===== src/design/ams_pkg.sv =====
// Shared constants, payload types and widths for the sample magnitude block.
package ams_pkg;

   localparam int RAW_W       = 16;
   localparam int AXIS_W      = 12;
   localparam int KIND_W      = 2;
   localparam int PROD_W      = 23;
   localparam int PMAG_W      = 21;
   localparam int RECIP_W     = 22;
   localparam int QM_W        = PMAG_W + RECIP_W;
   localparam int QUO_W       = 11;
   localparam int SQ_W        = 23;
   localparam int SUM_W       = 24;
   localparam int ROOT_W      = 12;
   localparam int ROOT_STAGES = ROOT_W;
   localparam int LANE_STAGES = 5;
   localparam int SHR_AMOUNT  = 4;

   localparam int SCALE_MUL   = 61;
   localparam int SCALE_DIV   = 1000;
   localparam int DIV_SHIFT   = 31;
   // Rounded-up reciprocal of the divisor; exact for products below 2**21.
   localparam logic [RECIP_W-1:0] DIV_RECIP =
      RECIP_W'(((64'd1 << DIV_SHIFT) + 64'(SCALE_DIV) - 64'd1) / 64'(SCALE_DIV));

   localparam logic [ROOT_W-1:0] MAG_MAX = ROOT_W'(3547);

   localparam logic [KIND_W-1:0] KIND_NONE  = 2'd0;
   localparam logic [KIND_W-1:0] KIND_MILLI = 2'd1;
   localparam logic [KIND_W-1:0] KIND_SHIFT = 2'd2;

   typedef struct packed {
      logic signed [RAW_W-1:0] raw_x;
      logic signed [RAW_W-1:0] raw_y;
      logic signed [RAW_W-1:0] raw_z;
   } req_type;

   typedef struct packed {
      logic                     ok;
      logic signed [AXIS_W-1:0] x_mg;
      logic signed [AXIS_W-1:0] y_mg;
      logic signed [AXIS_W-1:0] z_mg;
      logic        [ROOT_W-1:0] magnitude;
   } rsp_type;

   // Fields that ride along with the root computation.
   typedef struct packed {
      logic                     ok;
      logic signed [AXIS_W-1:0] x_mg;
      logic signed [AXIS_W-1:0] y_mg;
      logic signed [AXIS_W-1:0] z_mg;
   } side_type;

endpackage


===== src/design/ams_lane.sv =====
// One axis lane: scales a raw word to milli-g and squares its magnitude.
module ams_lane (
   input  logic                              clock,
   input  logic [ams_pkg::LANE_STAGES-1:0]   adv,
   input  logic [ams_pkg::KIND_W-1:0]        kind,
   input  logic signed [ams_pkg::RAW_W-1:0]  raw,
   output logic                              ok,
   output logic signed [ams_pkg::AXIS_W-1:0] axis,
   output logic [ams_pkg::SQ_W-1:0]          square
);
   import ams_pkg::*;

   logic signed [RAW_W-1:0]  raw_ff;
   logic [KIND_W-1:0]        kind0_ff, kind1_ff, kind2_ff;
   logic [PROD_W-1:0]        prod_ff;
   logic signed [AXIS_W-1:0] shr1_ff, shr2_ff;
   logic                     neg_ff;
   logic [QM_W-1:0]          qm_ff;
   logic signed [AXIS_W-1:0] axis3_ff, axis4_ff;
   logic [AXIS_W-1:0]        mag3_ff;
   logic                     ok3_ff, ok4_ff;
   logic [SQ_W-1:0]          sq_ff;

   logic signed [RAW_W-1:0]  shr_full;
   logic [PMAG_W-1:0]        pmag;
   logic [QUO_W-1:0]         quo;
   logic signed [AXIS_W-1:0] axis_in;
   logic [AXIS_W-1:0]        mag_in;

   always_comb begin
      shr_full = raw_ff >>> SHR_AMOUNT;
      pmag     = prod_ff[PROD_W-1] ? PMAG_W'(-prod_ff) : PMAG_W'(prod_ff);
      quo      = qm_ff[DIV_SHIFT +: QUO_W];
      case (kind2_ff)
         KIND_MILLI: axis_in = neg_ff ? -AXIS_W'(quo) : AXIS_W'(quo);
         KIND_SHIFT: axis_in = shr2_ff;
         default:    axis_in = '0;
      endcase
      mag_in = axis_in[AXIS_W-1] ? AXIS_W'(-axis_in) : AXIS_W'(axis_in);
   end

   always_ff @(posedge clock) begin
      if (adv[0]) begin
         raw_ff   <= raw;
         kind0_ff <= kind;
      end
      if (adv[1]) begin
         prod_ff  <= PROD_W'(raw_ff) * PROD_W'(SCALE_MUL);
         shr1_ff  <= AXIS_W'(shr_full);
         kind1_ff <= kind0_ff;
      end
      if (adv[2]) begin
         neg_ff   <= prod_ff[PROD_W-1];
         qm_ff    <= QM_W'(pmag) * QM_W'(DIV_RECIP);
         shr2_ff  <= shr1_ff;
         kind2_ff <= kind1_ff;
      end
      if (adv[3]) begin
         axis3_ff <= axis_in;
         mag3_ff  <= mag_in;
         ok3_ff   <= (kind2_ff == KIND_MILLI) || (kind2_ff == KIND_SHIFT);
      end
      if (adv[4]) begin
         sq_ff    <= SQ_W'(mag3_ff) * SQ_W'(mag3_ff);
         axis4_ff <= axis3_ff;
         ok4_ff   <= ok3_ff;
      end
   end

   assign ok     = ok4_ff;
   assign axis   = axis4_ff;
   assign square = sq_ff;

endmodule


===== config.mk =====
export PLATFORM = sky130hd
export DESIGN_NAME = ams_lane
export DESIGN_NICKNAME = d
export VERILOG_FILES = /design/src/design/ams_pkg.sv /design/src/design/ams_lane.sv
export SDC_FILE = /design/constraint.sdc
export NUM_CORES = 1
export LEC_CHECK = 0
export ABC_AREA = 1
export ABC_CLOCK_PERIOD_IN_PS = 6080
export BUFFER_PORTS_ARGS = -buffer_cell sky130_fd_sc_hd__buf_2
export CAP_MARGIN = 15
export CORE_MARGIN = 8
export CORE_UTILIZATION = 37
export CTS_CLUSTER_SIZE = 8
export DETAILED_ROUTE_END_ITERATION = 16
export PLACE_DENSITY = 0.6
export SETUP_SLACK_MARGIN = 0.05
export SYNTH_ARGS = -nofsm -noshare
export SYNTH_HDL_FRONTEND = slang
export SYNTH_SLANG_ARGS = --single-unit

===== constraint.sdc =====
create_clock -name clock -period 6.08 [get_ports clock]
set_input_delay 1.216 -clock clock [delete_from_list [all_inputs] [get_ports clock]]
set_output_delay 1.216 -clock clock [all_outputs]
set_load 0.01 [all_outputs]

# Word level (Yosys, flattened, before mapping)
# Cells that the tools add are included.
totals:
  latchBits: 0
  rom_bits: 0
  out_inout_bits: 36
  ram_bits: 0
  mem_count: 0
  inputBits: 24
  wordCells: 29
  ff_bits: 171
classes:
  add_sub_neg: 3
  order_cmp: 0
  n_mul: 3
  eq_ne: 2
  div_mod_pow: 0
  n_mux: 4
  n_reduce_logical: 1
  bitwise_logic: 0
  n_shift: 0
ops:
  columns: ["cell", "n"]
  rows:
  - ["21-bit by 20-bit multiplier with 40-bit output, second input constant", 1]
  - ["12-bit case mux with 2 select lines", 1]
  - ["12-bit by 12-bit multiplier with 23-bit output", 1]
  - ["16-bit by 7-bit multiplier with 23-bit output, second input constant", 1]
  - ["21-bit 2-to-1 mux", 1]
  - ["21-bit negator", 1]
  - ["12-bit 2-to-1 mux", 1]
  - ["11-bit negator with 12-bit output", 1]
  - ["12-bit negator", 1]
  - ["11-bit 2-to-1 mux", 1]
  - ["2-bit by 1-bit == test with 1-bit output, second input constant", 1]
  - ["2-bit == test, second input constant", 1]
  - ["1-bit logical OR", 1]

# Longest topological paths before layout
logic_depth:
  depth_word: 5
  ltp_mapped: 32
  ltp_nobuf: 32

# Worst setup path after synthesis
# Ideal clock, no wire load.
synth_path:
  kind: "register to register"
  startpoint: "register prod_ff[0]"
  endpoint: "register qm_ff[41], data pin"
  arrival_ps: 5725
  path_buffers: 0
  path_stages_with_launch: 30
  setup_slack_ps: 101
  required_ps: 5827
  setup_time_ps: 253
  cell_sequence: "edfxtp_1 inv_1 ha_1 nand3_2 nor2_2 nand3_1 nor3_2 nor2_1 xor2_1 ha_1 inv_1 fa_1 fa_1 inv_1 fa_1 fa_1 inv_1 fa_1 inv_1 ha_1 nand2_1 nand2_1 a31oi_1 o21ai_0 a31oi_1 nand2_1 nand2_1 nand2_1 nand2_1 nand2_1"
synth_via:
  elab_chain_len: 3
synth_lines:
  columns: ["element", "line", "source"]
  rows:
  - ["from (decl)", "ams_lane.sv:15", "logic [PROD_W-1:0] prod_ff;"]
  - ["from (signal assigned)", "ams_lane.sv:48", "prod_ff <= PROD_W'(raw_ff) * PROD_W'(SCALE_MUL);"]
  - ["21-bit negator", "ams_lane.sv:32", "pmag = prod_ff[PROD_W-1] ? PMAG_W'(-prod_ff) : PMAG_W'(prod_ff);"]
  - ["21-bit 2-to-1 mux (*)", "ams_lane.sv:32", null]
  - ["21-bit by 20-bit multiplier with 40-bit output (*)", "ams_lane.sv:54", "qm_ff <= QM_W'(pmag) * QM_W'(DIV_RECIP);"]
  - ["to (signal assigned)", "ams_lane.sv:54", null]
  - ["to (decl)", "ams_lane.sv:18", "logic [QM_W-1:0] qm_ff;"]
# Mark *: on every way between the ends. The rest lies on a longest branch, timed or not.
# A chain may end at the register's enable or synchronous reset.

# Final worst setup path
layout_path:
  startpoint: "register prod_ff[7]"
  endpoint: "register qm_ff[36], data pin"
# The elaborated chain is that of the path after synthesis.

==> flow_metrics.env <==
export IMPL_outcome="finished clean"
export IMPL_syn_avg_cell_area_um2=9.376
export IMPL_maxCapViolations=0
export IMPL_viasPerCell=4.836
export IMPL_die_w_um=234.1
export IMPL_cts_tree="built"
export IMPL_remaining_drc_errors=0
export IMPL_ant_nets=0
export IMPL_synth_top_flop_cell="edfxtp_1"
export IMPL_final_layout_size_suffix_gt1_share_pct=17.80
export IMPL_synth_async_sr_flop_share_pct=0
export IMPL_tns_ns=0
export IMPL_yosysSeqAreaShare_pct=23.55
export IMPL_r2r_start="prod_ff[7]"
export IMPL_ys_types=50
export IMPL_final_nets=2549
export IMPL_numCtsBuffers=17
export IMPL_cts_sinks=138
export IMPL_antenna_found_initial=0
export IMPL_drtPass1Iterations=5
export IMPL_grt_pass1_vias=13390
export IMPL_setup_viol=0
export IMPL_whs_path_depth=0
export IMPL_hold_buffers=0
export IMPL_report_final_slew_viol_count=0
export IMPL_critPathCaptureType="flop"
export IMPL_fin_crit_ns=6.008
export IMPL_min_path_type="reg2reg"
export IMPL_slew_headroom_pct=44.09
export IMPL_crit_fanout=5
export IMPL_skew_ns=0.01294
export IMPL_tightest_slew_ns=0.8387
export IMPL_diodes=0
export IMPL_fin_crit_sh_pct=98.82
export IMPL_die_y_um=234.1
export IMPL_crit_top_cell="fa_1"
export IMPL_wirelength_um=42210
export IMPL_mostFrequentLayoutCells="inv_1 (420), nand2_1 (274), ha_1 (241)"
export IMPL_drt_iter0_drc=585
export IMPL_n_fill_cell=4486
export IMPL_clock_latency_ns=0.43
export IMPL_crit_start="prod_ff[7]"
export IMPL_io_buffers=58
export IMPL_hold_violations=0
export IMPL_clockRootBuffer="clkbuf_16"
export IMPL_critical_path_slowest_cell="fa_1"
export IMPL_wl_per_cell_um=15.84
export IMPL_grt_usage_pct=15.56
export IMPL_cp_arrival_ns=6.19
export IMPL_ys_warnings_count=0
export IMPL_synth_edf_count=138
export IMPL_dp_hpwl_um=35220
export IMPL_required_ns=6.26
export IMPL_syn_nets=2388
export IMPL_synthCells=1877
export IMPL_grt_max_degree=37
export IMPL_synth_seq_cells=138
export IMPL_pin_count=60
export IMPL_vias=12890
export IMPL_start_util_pct=37.17
export IMPL_start_kind="flop"
export IMPL_h_tree_depth=4
export IMPL_hold_start="shr1_ff[7]"
export IMPL_placed_area_mm2=0.01916
export IMPL_max_freq_ghz=0.1664
export IMPL_grt_pass1_wl_um=67420
export IMPL_clk_pin_slew_worst_paths_ns=0.06
export IMPL_area_growth_pct=18.04
export IMPL_row_count=80
export IMPL_place_inst=2606
export IMPL_crit_path_max_incr_delay_ns=0.54
export IMPL_globalRoute_totalOverflow=0
export IMPL_fp_dieArea_mm2=0.05480
export IMPL_whs_ns=0.4142
export IMPL_layout_cells_non_filler=2665
export IMPL_r2r_cells=26
export IMPL_clock_path_buffers=2
export IMPL_crit_type="reg2reg"
export IMPL_stdcell_area_mm2=0.02077
export IMPL_core_mm2=0.04735
export IMPL_rsz0062_at_grt="true"
export IMPL_gp_congestion=0.9462
export IMPL_netlist_area_mm2=0.01760
export IMPL_final_common_cell="inv_1"
==> routing by layer <==
metal  vias up  part of all wire [%]  global-route usage, %
met2       267                    49                  27.82
met4         0                   2.5                  3.953
met1      6285                    45                  19.51
li1       6278                     -                      -
met3        58                   3.4                  2.214
met5         -                     0                      0
==> synth_stat cells (2+ instances only) <==
cell / number / area share (%)
clkbuf_1: 14 / 0.30
o21bai_1: 7 / 0.30
o21ai_1: 12 / 0.34
fa_1: 213 / 24
nand3_1: 57 / 1.6
a21oi_2: 3 / 0.15
xnor2_1: 17 / 0.85
or2_1: 2 / 0.071
nand2_2: 10 / 0.36
a21boi_0: 2 / 0.085
inv_2: 11 / 0.23
xor2_1: 57 / 2.8
nand3_2: 5 / 0.28
nand2_4: 2 / 0.13
edfxtp_1: 138 / 24
nor4_1: 5 / 0.18
nor2_1: 99 / 2.1
nor3_2: 4 / 0.23
inv_1: 436 / 9.3
nand4_1: 12 / 0.43
nand2_1: 293 / 6.2
o211ai_1: 2 / 0.085
or2_2: 2 / 0.071
a21oi_1: 79 / 2.2
a21o_1: 11 / 0.47
nor2_2: 4 / 0.14
a211oi_1: 3 / 0.13
buf_4: 5 / 0.21
buf_2: 4 / 0.11
nor3_1: 10 / 0.28
o21ai_0: 53 / 1.5
o21a_1: 3 / 0.13
ha_1: 274 / 19
a31oi_1: 11 / 0.39
o31ai_1: 2 / 0.085
==> registers in the layout, indices dropped and copies added (netlist names), 12 cells and up <==
| name | flops |
|---|---|
| shr2_ff | 12 |
| axis | 12 |
| axis3_ff | 12 |
| square | 21 |
| shr1_ff | 12 |
| raw_ff | 16 |
| prod_ff | 22 |
==> worst paths after layout <==
check	end	slack, ns
worst min register to register	shr2_ff[7]	0.41
worst max-delay path	qm_ff[36]	0.07
worst min-delay path	shr2_ff[7]	0.41
worst max register to register	qm_ff[36]	0.07
==> final cells by class <==
class	count	area [µm²]	share of cell area [%]
flip-flops and latches	138	4144	19.95
inverters	448	1682	8.094
well taps	615	769.5	3.704
repair buffers	166	1130	5.438
clock inverters	12	175.2	0.8432
multi-input cells	1267	12440	59.89
clock buffers	19	432.9	2.084
==> metrics by stage <==
step	setup slack, ns	utilization, %
finish	0.07205	43.88
CTS	0.05934	42.62
global placement	-0.1342	40.48
global route	-0.2398	43.88
floorplan	0.1015	-
detailed placement	-0.2397	40.48
==> worst max-delay path, delay by kind of cell (launching register included) <==
kind                       cells  cell delay [ns]
xor gates and xnor gates       1             0.23
buffers and inverters          5             0.56
AOI/OAI and AO/OA              1             0.07
and+or+nand+nor               13             1.77
adders and majority gates      6             2.69
DFF                            1             0.42
==> kinds of logic (layout without fill, tap and decap cells) <==
| logic type | Yosys count | count (layout) | synth area share [%] |
|---|---|---|---|
| AND/OR/NAND/NOR | 511 | 511 | 12.53 |
| multiplexers | 1 | 1 | 0.06398 |
| AO/OA/AOI/OAI | 192 | 192 | 6.114 |
| buffers and inverters | 472 | 645 | 10.24 |
| XOR/XNOR | 75 | 75 | 3.775 |
| adder cells (fa/ha/maj) | 487 | 487 | 43.71 |
| other | 1 | 1 | 0.02131 |
| flip-flops | 138 | 138 | 23.55 |
==> repair_timing <==
action / CTS / global route
endpoints found under the setup margin: 11 / 11
resized for setup: 60 / 94
setup buffers: 9 / 19
pin swaps: 35 / 45
endpoints found under the hold margin: 0 / 0
Power is not shown: default switching activity piles up to over one toggle a cycle in this logic, so the estimate is an artifact.
