**src/design/ams_pkg.sv**
```systemverilog
// Shared constants, payload types and widths for the sample magnitude block.
package ams_pkg;

   localparam int RAW_W       = 16;
   localparam int AXIS_W      = 12;
   localparam int KIND_W      = 2;
   localparam int PROD_W      = 23;
   localparam int PMAG_W      = 21;
   localparam int RECIP_W     = 22;
   localparam int QM_W        = PMAG_W + RECIP_W;
   localparam int QUO_W       = 11;
   localparam int SQ_W        = 23;
   localparam int SUM_W       = 24;
   localparam int ROOT_W      = 12;
   localparam int ROOT_STAGES = ROOT_W;
   localparam int LANE_STAGES = 5;
   localparam int SHR_AMOUNT  = 4;

   localparam int SCALE_MUL   = 61;
   localparam int SCALE_DIV   = 1000;
   localparam int DIV_SHIFT   = 31;
   // Rounded-up reciprocal of the divisor; exact for products below 2**21.
   localparam logic [RECIP_W-1:0] DIV_RECIP =
      RECIP_W'(((64'd1 << DIV_SHIFT) + 64'(SCALE_DIV) - 64'd1) / 64'(SCALE_DIV));

   localparam logic [ROOT_W-1:0] MAG_MAX = ROOT_W'(3547);

   localparam logic [KIND_W-1:0] KIND_NONE  = 2'd0;
   localparam logic [KIND_W-1:0] KIND_MILLI = 2'd1;
   localparam logic [KIND_W-1:0] KIND_SHIFT = 2'd2;

   typedef struct packed {
      logic signed [RAW_W-1:0] raw_x;
      logic signed [RAW_W-1:0] raw_y;
      logic signed [RAW_W-1:0] raw_z;
   } req_type;

   typedef struct packed {
      logic                     ok;
      logic signed [AXIS_W-1:0] x_mg;
      logic signed [AXIS_W-1:0] y_mg;
      logic signed [AXIS_W-1:0] z_mg;
      logic        [ROOT_W-1:0] magnitude;
   } rsp_type;

   // Fields that ride along with the root computation.
   typedef struct packed {
      logic                     ok;
      logic signed [AXIS_W-1:0] x_mg;
      logic signed [AXIS_W-1:0] y_mg;
      logic signed [AXIS_W-1:0] z_mg;
   } side_type;

endpackage

```
**src/design/ams_root.sv**
```systemverilog
// Pipelined floor square root, one result bit resolved per stage.
module ams_root (
   input  logic                              clock,
   input  logic [ams_pkg::ROOT_STAGES-1:0]   adv,
   input  logic [ams_pkg::SUM_W-1:0]         sum_in,
   input  ams_pkg::side_type                 side_in,
   output logic [ams_pkg::ROOT_W-1:0]        root,
   output ams_pkg::side_type                 side_out
);
   import ams_pkg::*;

   logic [SUM_W-1:0]  rem_ff  [ROOT_STAGES];
   logic [ROOT_W-1:0] root_ff [ROOT_STAGES];
   side_type          side_ff [ROOT_STAGES];

   for (genvar j = 0; j < ROOT_STAGES; j++) begin : g_step
      localparam int K = ROOT_STAGES - 1 - j;

      logic [SUM_W-1:0]  rem_prev;
      logic [ROOT_W-1:0] root_prev;
      side_type          side_prev;
      logic [SUM_W:0]    trial;
      logic              take;

      if (j == 0) begin : g_first
         assign rem_prev  = sum_in;
         assign root_prev = '0;
         assign side_prev = side_in;
      end else begin : g_next
         assign rem_prev  = rem_ff[j-1];
         assign root_prev = root_ff[j-1];
         assign side_prev = side_ff[j-1];
      end

      // (r + 2^K)^2 - r^2, compared against what is left of the radicand.
      always_comb begin
         trial = ((SUM_W+1)'(root_prev) << (K + 1)) + ((SUM_W+1)'(1) << (2 * K));
         take  = {1'b0, rem_prev} >= trial;
      end

      always_ff @(posedge clock) begin
         if (adv[j]) begin
            rem_ff[j]  <= take ? SUM_W'({1'b0, rem_prev} - trial) : rem_prev;
            root_ff[j] <= take ? (root_prev | (ROOT_W'(1) << K)) : root_prev;
            side_ff[j] <= side_prev;
         end
      end
   end

   assign root     = root_ff[ROOT_STAGES-1];
   assign side_out = side_ff[ROOT_STAGES-1];

endmodule

```
**config.mk**
```make
export PLATFORM = sky130hd
export DESIGN_NAME = ams_root
export DESIGN_NICKNAME = d
export VERILOG_FILES = /design/src/design/ams_pkg.sv /design/src/design/ams_root.sv
export SDC_FILE = /design/constraint.sdc
export NUM_CORES = 1
export LEC_CHECK = 0
export BUFFER_PORTS_ARGS = -buffer_cell sky130_fd_sc_hd__buf_2
export CAP_MARGIN = 20
export CORE_MARGIN = 3
export CORE_UTILIZATION = 57
export CTS_BUF_LIST = sky130_fd_sc_hd__clkbuf_4 sky130_fd_sc_hd__clkbuf_8
export CTS_CLUSTER_DIAMETER = 80
export DETAILED_ROUTE_END_ITERATION = 8
export GPL_TIMING_DRIVEN = 0
export PLACE_DENSITY = 0.77
export SKIP_LAST_GASP = 1
export SLEW_MARGIN = 20
export SYNTH_ARGS = -nofsm -noshare
export SYNTH_HDL_FRONTEND = slang
export SYNTH_SLANG_ARGS = --single-unit
export TNS_END_PERCENT = 1
```
**constraint.sdc**
```tcl
create_clock -name clock -period 2.9 [get_ports clock]
set_clock_uncertainty 0.15 [all_clocks]
set_input_delay 0.145 -clock clock [delete_from_list [all_inputs] [get_ports clock]]
set_output_delay 0.145 -clock clock [all_outputs]
set_load 0.01 [all_outputs]
```
Word-level counts from Yosys, hierarchy flattened:

Memory sizes are Yosys's and may differ from the RTL's.
Index checks and enable logic that the tools add are counted.

* add/subtract/negate cells: 23
* reductions and logical operators: 0
* shift-type cells: 0
* multiply operators: 0
* div/mod/pow operators: 0
* equal/unequal tests: 0
* bitwise gates (word level): 0
* order comparisons: 12
* mux-type cells: 48

Operators by type and width (count)
* 24-bit 2-to-1 mux: 12
* 1-bit 2-to-1 mux: 25
* 23-bit by 21-bit adder with 24-bit output (second input constant): 1
* 24-bit by 14-bit >= comparator with 1-bit output: 1
* 24-bit by 15-bit >= comparator with 1-bit output: 1
* 24-bit by 16-bit >= comparator with 1-bit output: 1
* 24-bit by 17-bit >= comparator with 1-bit output: 1
* 24-bit by 18-bit >= comparator with 1-bit output: 1
* 24-bit by 19-bit >= comparator with 1-bit output: 1
* 24-bit by 20-bit >= comparator with 1-bit output: 1
* 24-bit by 21-bit >= comparator with 1-bit output: 1
* 24-bit by 22-bit >= comparator with 1-bit output: 1
* 24-bit by 23-bit >= comparator with 1-bit output: 1
* 24-bit by 23-bit >= comparator with 1-bit output (second input constant): 1
* 24-bit >= comparator: 1
* 24-bit by 14-bit subtractor with 24-bit output: 1
* 24-bit by 15-bit subtractor with 24-bit output: 1
* 24-bit by 16-bit subtractor with 24-bit output: 1
* 24-bit by 17-bit subtractor with 24-bit output: 1
* 24-bit by 18-bit subtractor with 24-bit output: 1
* 24-bit by 19-bit subtractor with 24-bit output: 1
* 24-bit by 20-bit subtractor with 24-bit output: 1
* 24-bit by 21-bit subtractor with 24-bit output: 1
* 24-bit by 22-bit subtractor with 24-bit output: 1
* 24 further kinds: 24

* memory bits (writable): 876
* memories: 3
* ROM bits: 0
* register bits after elaboration: 0
* word-level logic and storage cells: 86
* bits in latches: 0
* output and inout port bits: 49

Memory list
* side_ff: depth 12, width 37, rd ports 12, clocked after memory_dff 0, wr ports 12, RTL line ams_root.sv:14 `side_type side_ff [ROOT_STAGES];`
* rem_ff: depth 12, width 24, rd ports 11, clocked after memory_dff 0, wr ports 12, RTL line ams_root.sv:12 `logic [SUM_W-1:0] rem_ff [ROOT_STAGES];`
* root_ff: depth 12, width 12, rd ports 12, clocked after memory_dff 0, wr ports 12, RTL line ams_root.sv:13 `logic [ROOT_W-1:0] root_ff [ROOT_STAGES];`

Longest topological paths before layout:

Gate-level depths: netlist (run 1).
An unclocked memory read counts as a cell.

* word-level depth: 4
* mapped depth: 10
* mapped depth without buffers: 10

Worst setup path before layout (run 1):

Ideal clock, no wire load.

* path type: reg2reg
* from: memory rem_ff[6][10] (netlist: rem_ff[3][10])
* to: memory rem_ff[7][16] (netlist: rem_ff[3][40]) (data pin)
* cell stages (with the launch flop): 9
* arrival time: 2441 ps
* library setup time: 263 ps
* period minus slack after synthesis: 2854 ps
* slack: 46 ps
* required time: 2487 ps
* path buffers: 1
* cell sequence: edfxtp_1 > ha_1 > nor2b_1 > o31a_1 > o41ai_1 > nand2_1 > a21boi_1 > buf_2 > o21ai_0

RTL lines (RTL line)
* start, declared: ams_root.sv:12

==> impl_results.md, run 1 <==
- Run status: finished clean
- Htree depth: 3
- Die area: 54100 sq um
- CTS sink cnt: 786
- Starting density of the core: 0.580
- Largest fanout on the critical path: 10
- Setup tns final: 0 ps
- Post-synth EDFFs: 786
- Starting DRT DRC Count: 963
- Clock power share: 0.324
- First-pass GRT wire length: 74.3 mm
- Detailed Routing Iterations Pass 1: 5
- Flip-flop and latch count after synthesis: 786
- Final #Nets: between 2k and 2.5k
- CP Buf/Inv Count: 1
- PD cells: 725 nW/um^2
- CTS tree: done
- Total GRT Usage: 0.175
- Routability cong.: about 0.92
- Root Driver: clkbuf_8
- Most crowded layer after global routing: met2
- CP Data Required Time: 3180 ps
- Vias in the first global route: between 10k and 15k
- Asr flop ratio synth: 0
- RSZ-0062 raised after global routing: yes
- DR vias: 14.4k
- Critical path type: reg -> reg
- Fin. Hold Viols: 0
- Hold Slack: 41.8 ps
- Comb pwr share: 0.100
- Avg Vias per Cell: 5.23
- Post-Syn Area: 29200 sq um
- DP HPWL: 28.5 mm
- Most used DFF post-synth: edfxtp_1
- CP top delay family: simple AND/OR/NAND/NOR gates
- Crit path launch type: register
- Post-synthesis sequential area ratio: 0.807
- Global routing usage on met1: 0.200
- DIE WIDTH: 232 um
- Sw Pwr: about 5.8 mW
- Core box area: 50400 sq um
- Crit path DAT: 3170 ps
- Achievable Freq: 345 MHz
- Synth cell types: 68
- WL final: 47.0 mm
- Clock period minus worst slack: 2900 ps
- Tcrit/Tclk final: 0.998
- Hold Crit Class: in -> reg
- Max Root-Sink Buffers: 3
- DIE HEIGHT: 232 um
- Slowest CP cell: or4_4
- GR Util met2: 0.319
- GRT overflow: 0
- Sw Share: 0.233
- Int Power: 19.0 mW
- Worst-Skew Late Latency: ~730 ps
- Worst slew pin tran: 1060 ps
- Initial antenna violation count: 0
- Reg-to-reg slack, setup: 5 ps
- Cell Chain, Critical Path: or3_4 -> or3_1 -> or4_4 -> nor3_2 -> buf_6 -> or2_1 -> nor3_1 -> xor2_1
- Ys Warns: 0
- Worst ir drop on vdd: 0.000548 V
- Post-DRT Antenna Nets: 0
- Largest net degree at the start of global routing: 70
- Setup violators final: 0
- Fill cells: 3057
- Worst-path clk slew: 60 ps
- Flop pwr share: 0.576
- Routed len/inst: 17.0 um
- Max-cap violation count: 0
- Rows: a little over 80
- Synth Net Count: 1808
- Drt drc: 0
- Mean cell area of the mapped netlist: approximately 18 sq um
- Top Ports: approximately 120
- Met3 Usage GRT: 0.0369
- Leak Pwr: 12.5 nW
- Slew HR: 0.295
- Max-slew violations: 0
- CP endpoint kind: register
- Total CTS buffers: 110
- Port bufs: 122
- Layout area overhead: 17.0%
- Largest stage delay, worst path: 510 ps
- Layout cells sized above 1: 0.162
- Cells after synthesis: 1648
[flip-flops by register name, indices dropped and copies added (netlist names)]
| register | count |
|---|---|
| root_ff | 78 |
| rem_ff | 264 |
| side_ff | 444 |
[final cells by class]
type	instances	area (sq um)	share of cell area
antenna	1	2.50	0.0000731
buffer	12	68.8	0.00201
clock buffer	144	1770	0.0517
clock inverter	44	299	0.00874
inverter	105	394	0.0115
multi-input combinational	745	5320	0.155
sequential	786	23600	0.690
tap	672	841	0.0246
timing repair buffer	248	1930	0.0564
[placed cells by master, fill, tap and decap left out, types with 25 or more instances in the layout]
master         count
clkbuf_8         110
a21oi_1           41
nor3_1            30
xnor2_1           51
ha_1              85
edfxtp_1         786
xor2_1            49
nand2_1           89
buf_2            113
inv_1            104
clkinv_1          29
nor2_1            65
clkbuf_4          36
dlygate4sd3_1    114
o21ai_0           74
nor4_1            25
[synth_stat cells (all sizes together) (10+ instances only)]
cell type	instances	area (sq um)
a21oi	42	210
edfxtp	786	23600
ha	86	1080
inv	105	394
nand2	89	334
nand2b	15	93.8
nand3	12	60.1
nor2	65	244
nor2b	15	93.8
nor3	34	175
nor4	29	196
o211ai	10	75.1
o21a	20	150
o21ai	74	370
o31ai	12	90.1
or3	13	86.3
xnor2	51	447
xor2	49	429
[power by group through the flow]
| stage | clock network [mW] | logic, mW | registers, mW |
|---|---|---|---|
| floorplan | 0 | 1.56 | 14.3 |
| global placement | 0 | 2.14 | 14.5 |
| detailed placement | 0 | 2.25 | 14.5 |
| CTS | 8.17 | 2.40 | 14.3 |
| global route | 8.74 | 2.77 | 14.4 |
| finish | 8.05 | 2.49 | 14.3 |
[kinds of logic after synthesis]
logic type,Yosys count,share of synthesized area
adders and majority gates,86,0.0368
xor gates and xnor gates,100,0.0300
DFF,786,0.807
and+or+nand+nor,331,0.0588
buffers and inverters,117,0.0154
muxes,13,0.00475
AOI/OAI and AO/OA,215,0.0470
[routing by layer]
layer / part of all wire / vias up
met2: 0.53 / 387
met3: 0.041 / 127
li1: - / 7028
met1: 0.39 / 6871
met5: 0 / -
met4: 0.035 / 0
[through the flow]
stage / instances / util / power [mW] / cell area, sq um / setup WS, ps
2_1_floorplan: 1648 / - / 15.9 / 29200 / 46.3
3_3_place_gp: 2442 / 0.609 / 16.6 / 30700 / -447
3_5_place_dp: 2445 / 0.611 / 16.7 / 30800 / -570
4_1_cts: 2748 / 0.676 / 24.8 / 34100 / -96.5
5_1_grt: 2756 / 0.679 / 25.9 / 34200 / -165
6_report: 2757 / 0.679 / 24.8 / 34200 / 4.56
[path summary, 6_finish.rpt]
path         cells after the start            end          start
max reg2reg                      8  rem_ff[4][19]  rem_ff[3][40]
min reg2reg                      0  side_ff[2][6]  side_ff[1][6]
max                              8  rem_ff[4][19]  rem_ff[3][40]
min                              2  side_ff[0][0]     side_in[0]
[what timing repair did]
| item | CTS | global route |
|---|---|---|
| pin swaps | 3 | 3 |
| hold endpoints to repair | 799 | 1 |
| hold buffers | 113 | 1 |
| setup endpoints to repair | 53 | 85 |
| buffers inserted | 2 | 7 |
| gates resized for setup | 10 | 20 |
(Power assumes the default switching activity.)
==> run 2: changes to the inputs <==
PLACE_DENSITY = 0.74   (was 0.77)
==> impl_results.md, run 2 (synthesized netlist as in run 1, its figures left out) <==
- Starting density of the core: 0.580
- Final cell count without fillers: 2779
- Slew HR: 0.276
- Largest stage delay, worst path: 440 ps
- Worst-path clk slew: 60 ps
- Failing checks: negative setup slack
- Setup violators final: 17
- Tcrit/Tclk final: 1.02
- Fin. Hold Viols: 0
- CP top delay family: simple AND/OR/NAND/NOR gates
- Dpl cell area: 30700 sq um
- Post-DRT Antenna Nets: 0
- Hold Slack: 52.7 ps
- Cell Chain, Critical Path: or3_1 -> or3_1 -> or3_4 -> nor4_4 -> inv_2 -> buf_2 -> nor2_1 -> a21oi_1
- Rows: 82
- CTS sink cnt: 786
- Routability cong.: 0.903
- DP HPWL: 27.8 mm
- Crit path launch type: register
- Max Root-Sink Buffers: 3
- First-pass GRT wire length: ~73 mm
- Total CTS buffers: 112
- Largest regs: side_ff x444, rem_ff x264, root_ff x78
- Starting DRT DRC Count: 907
- DIE WIDTH: roughly 230 um
- CTS tree: done
- Sw Pwr: ~5.7 mW
- Crit path DAT: 3260 ps
- CP Data Required Time: around 3200 ps
- Pwr Total: 25.0 mW
- Total GRT Usage: 0.172
- Placed Cells: 2443
- CP most frequent cell: or3_1
- Root Driver: clkbuf_8
- Top Ports: 123
- Die area: 54100 sq um
- Routed len/inst: 16.5 um
- Max-slew violations: 0
- Most common cell after layout, fill and taps aside: edfxtp_1
- Initial antenna violation count: 0
- Largest Register: side_ff
- Setup tns final: -418 ps
- Achievable Freq: 337 MHz
- Hold Crit Class: in -> reg
- Fill cells: 3065
- Int Power: 19.2 mW
- Worst-Skew Late Latency: a little over 700 ps
- Critical path type: reg -> reg
- PD cells: 727 nW/um^2
- Largest fanout on the critical path: 10
- RSZ-0062 raised after global routing: yes
- Port bufs: 122
- Most crowded layer after global routing: met2
- Place WS: -498 ps
- Leak Pwr: ~13 nW
- DIE HEIGHT: 232 um
- Clock period minus worst slack: 2970 ps
- WL final: 45.8 mm
- Met3 Usage GRT: 0.0389
- CP Buf/Inv Count: 2
- Run status: finished with violations
- Layout area overhead: 17.5%
- Core box area: 50400 sq um
- Flop pwr share: 0.571
- GR Util met2: 0.307
- Comb pwr share: 0.099
- Most frequent cells in the layout: 786 x edfxtp_1, 128 x dlygate4sd3_1, 114 x buf_2
- Detailed Routing Iterations Pass 1: 5
- Vias in the first global route: about 15k
- Largest net degree at the start of global routing: 72
- Worst slew pin tran: 1090 ps
- Layout Utilization: 0.682
- Drt drc: 0
- CP endpoint kind: register
- Avg Vias per Cell: between 5 and 6
- Global routing usage on met1: 0.194
- Worst ir drop on vdd: 0.000496 V
- Slowest CP cell: or3_1
- Max-cap violation count: 0
- Final worst slack: -69.6 ps
- GRT overflow: 0
- Max reg flops: 444
- Sw Share: 0.230
- Clock power share: 0.329
- Reg-to-reg slack, setup: -70 ps
- Final instance area: about 34000 sq um
- DR vias: around 14k
- Final #Nets: 2181
- Layout cells sized above 1: 0.163
- Htree depth: 3
## run 2: cell types whose count changed in the layout (fill, tap and decap cells not counted), sizes merged
cell | before | now
clkbuf | 152 | 163
buf | 138 | 136
dlygate4sd3 | 114 | 128
clkinvlp | 2 | 1
## run 2: final cells by class
class | count | area, sq um | share of cell area
sequential | 786 | 23600 | 0.687
multi-input combinational | 745 | 5310 | 0.154
timing repair buffer | 259 | 2010 | 0.0584
clock buffer | 156 | 1880 | 0.0546
tap | 672 | 841 | 0.0245
inverter | 105 | 394 | 0.0115
clock inverter | 43 | 278 | 0.00808
buffer | 12 | 60.1 | 0.00175
antenna | 1 | 2.50 | 0.0000728
## run 2: path summary, 6_finish.rpt
check / start / to / depth (start not counted)
setup / recovery: rem_ff[4][42] / rem_ff[5][10] / 8
hold / removal: adv[11] / root_ff[11][11] / 1
setup reg to reg: rem_ff[4][42] / rem_ff[5][10] / 8
hold reg to reg: side_ff[3][5] / side_ff[4][5] / 0
## run 2: routing by layer
| layer | part of all wire | up-vias |
|---|---|---|
| li1 | - | 7058 |
| met3 | 0.045 | 136 |
| met1 | 0.38 | 6845 |
| met4 | 0.044 | 0 |
| met2 | 0.53 | 413 |
| met5 | 0 | - |
## run 2: repair_timing
item	CTS	global route
pin swaps	2	4
buffers inserted	3	5
gates resized for setup	12	11
endpoints found under the setup margin	50	90
hold buffers	127	1
endpoints found under the hold margin	799	1
## run 2: power groups by stage
stage	logic (mW)	registers (mW)	clock network (mW)
floorplan	1.56	14.3	0
global placement	2.14	14.4	0
detailed placement	2.24	14.5	0
CTS	2.42	14.3	8.39
global route	2.78	14.4	9.00
finish	2.48	14.3	8.23
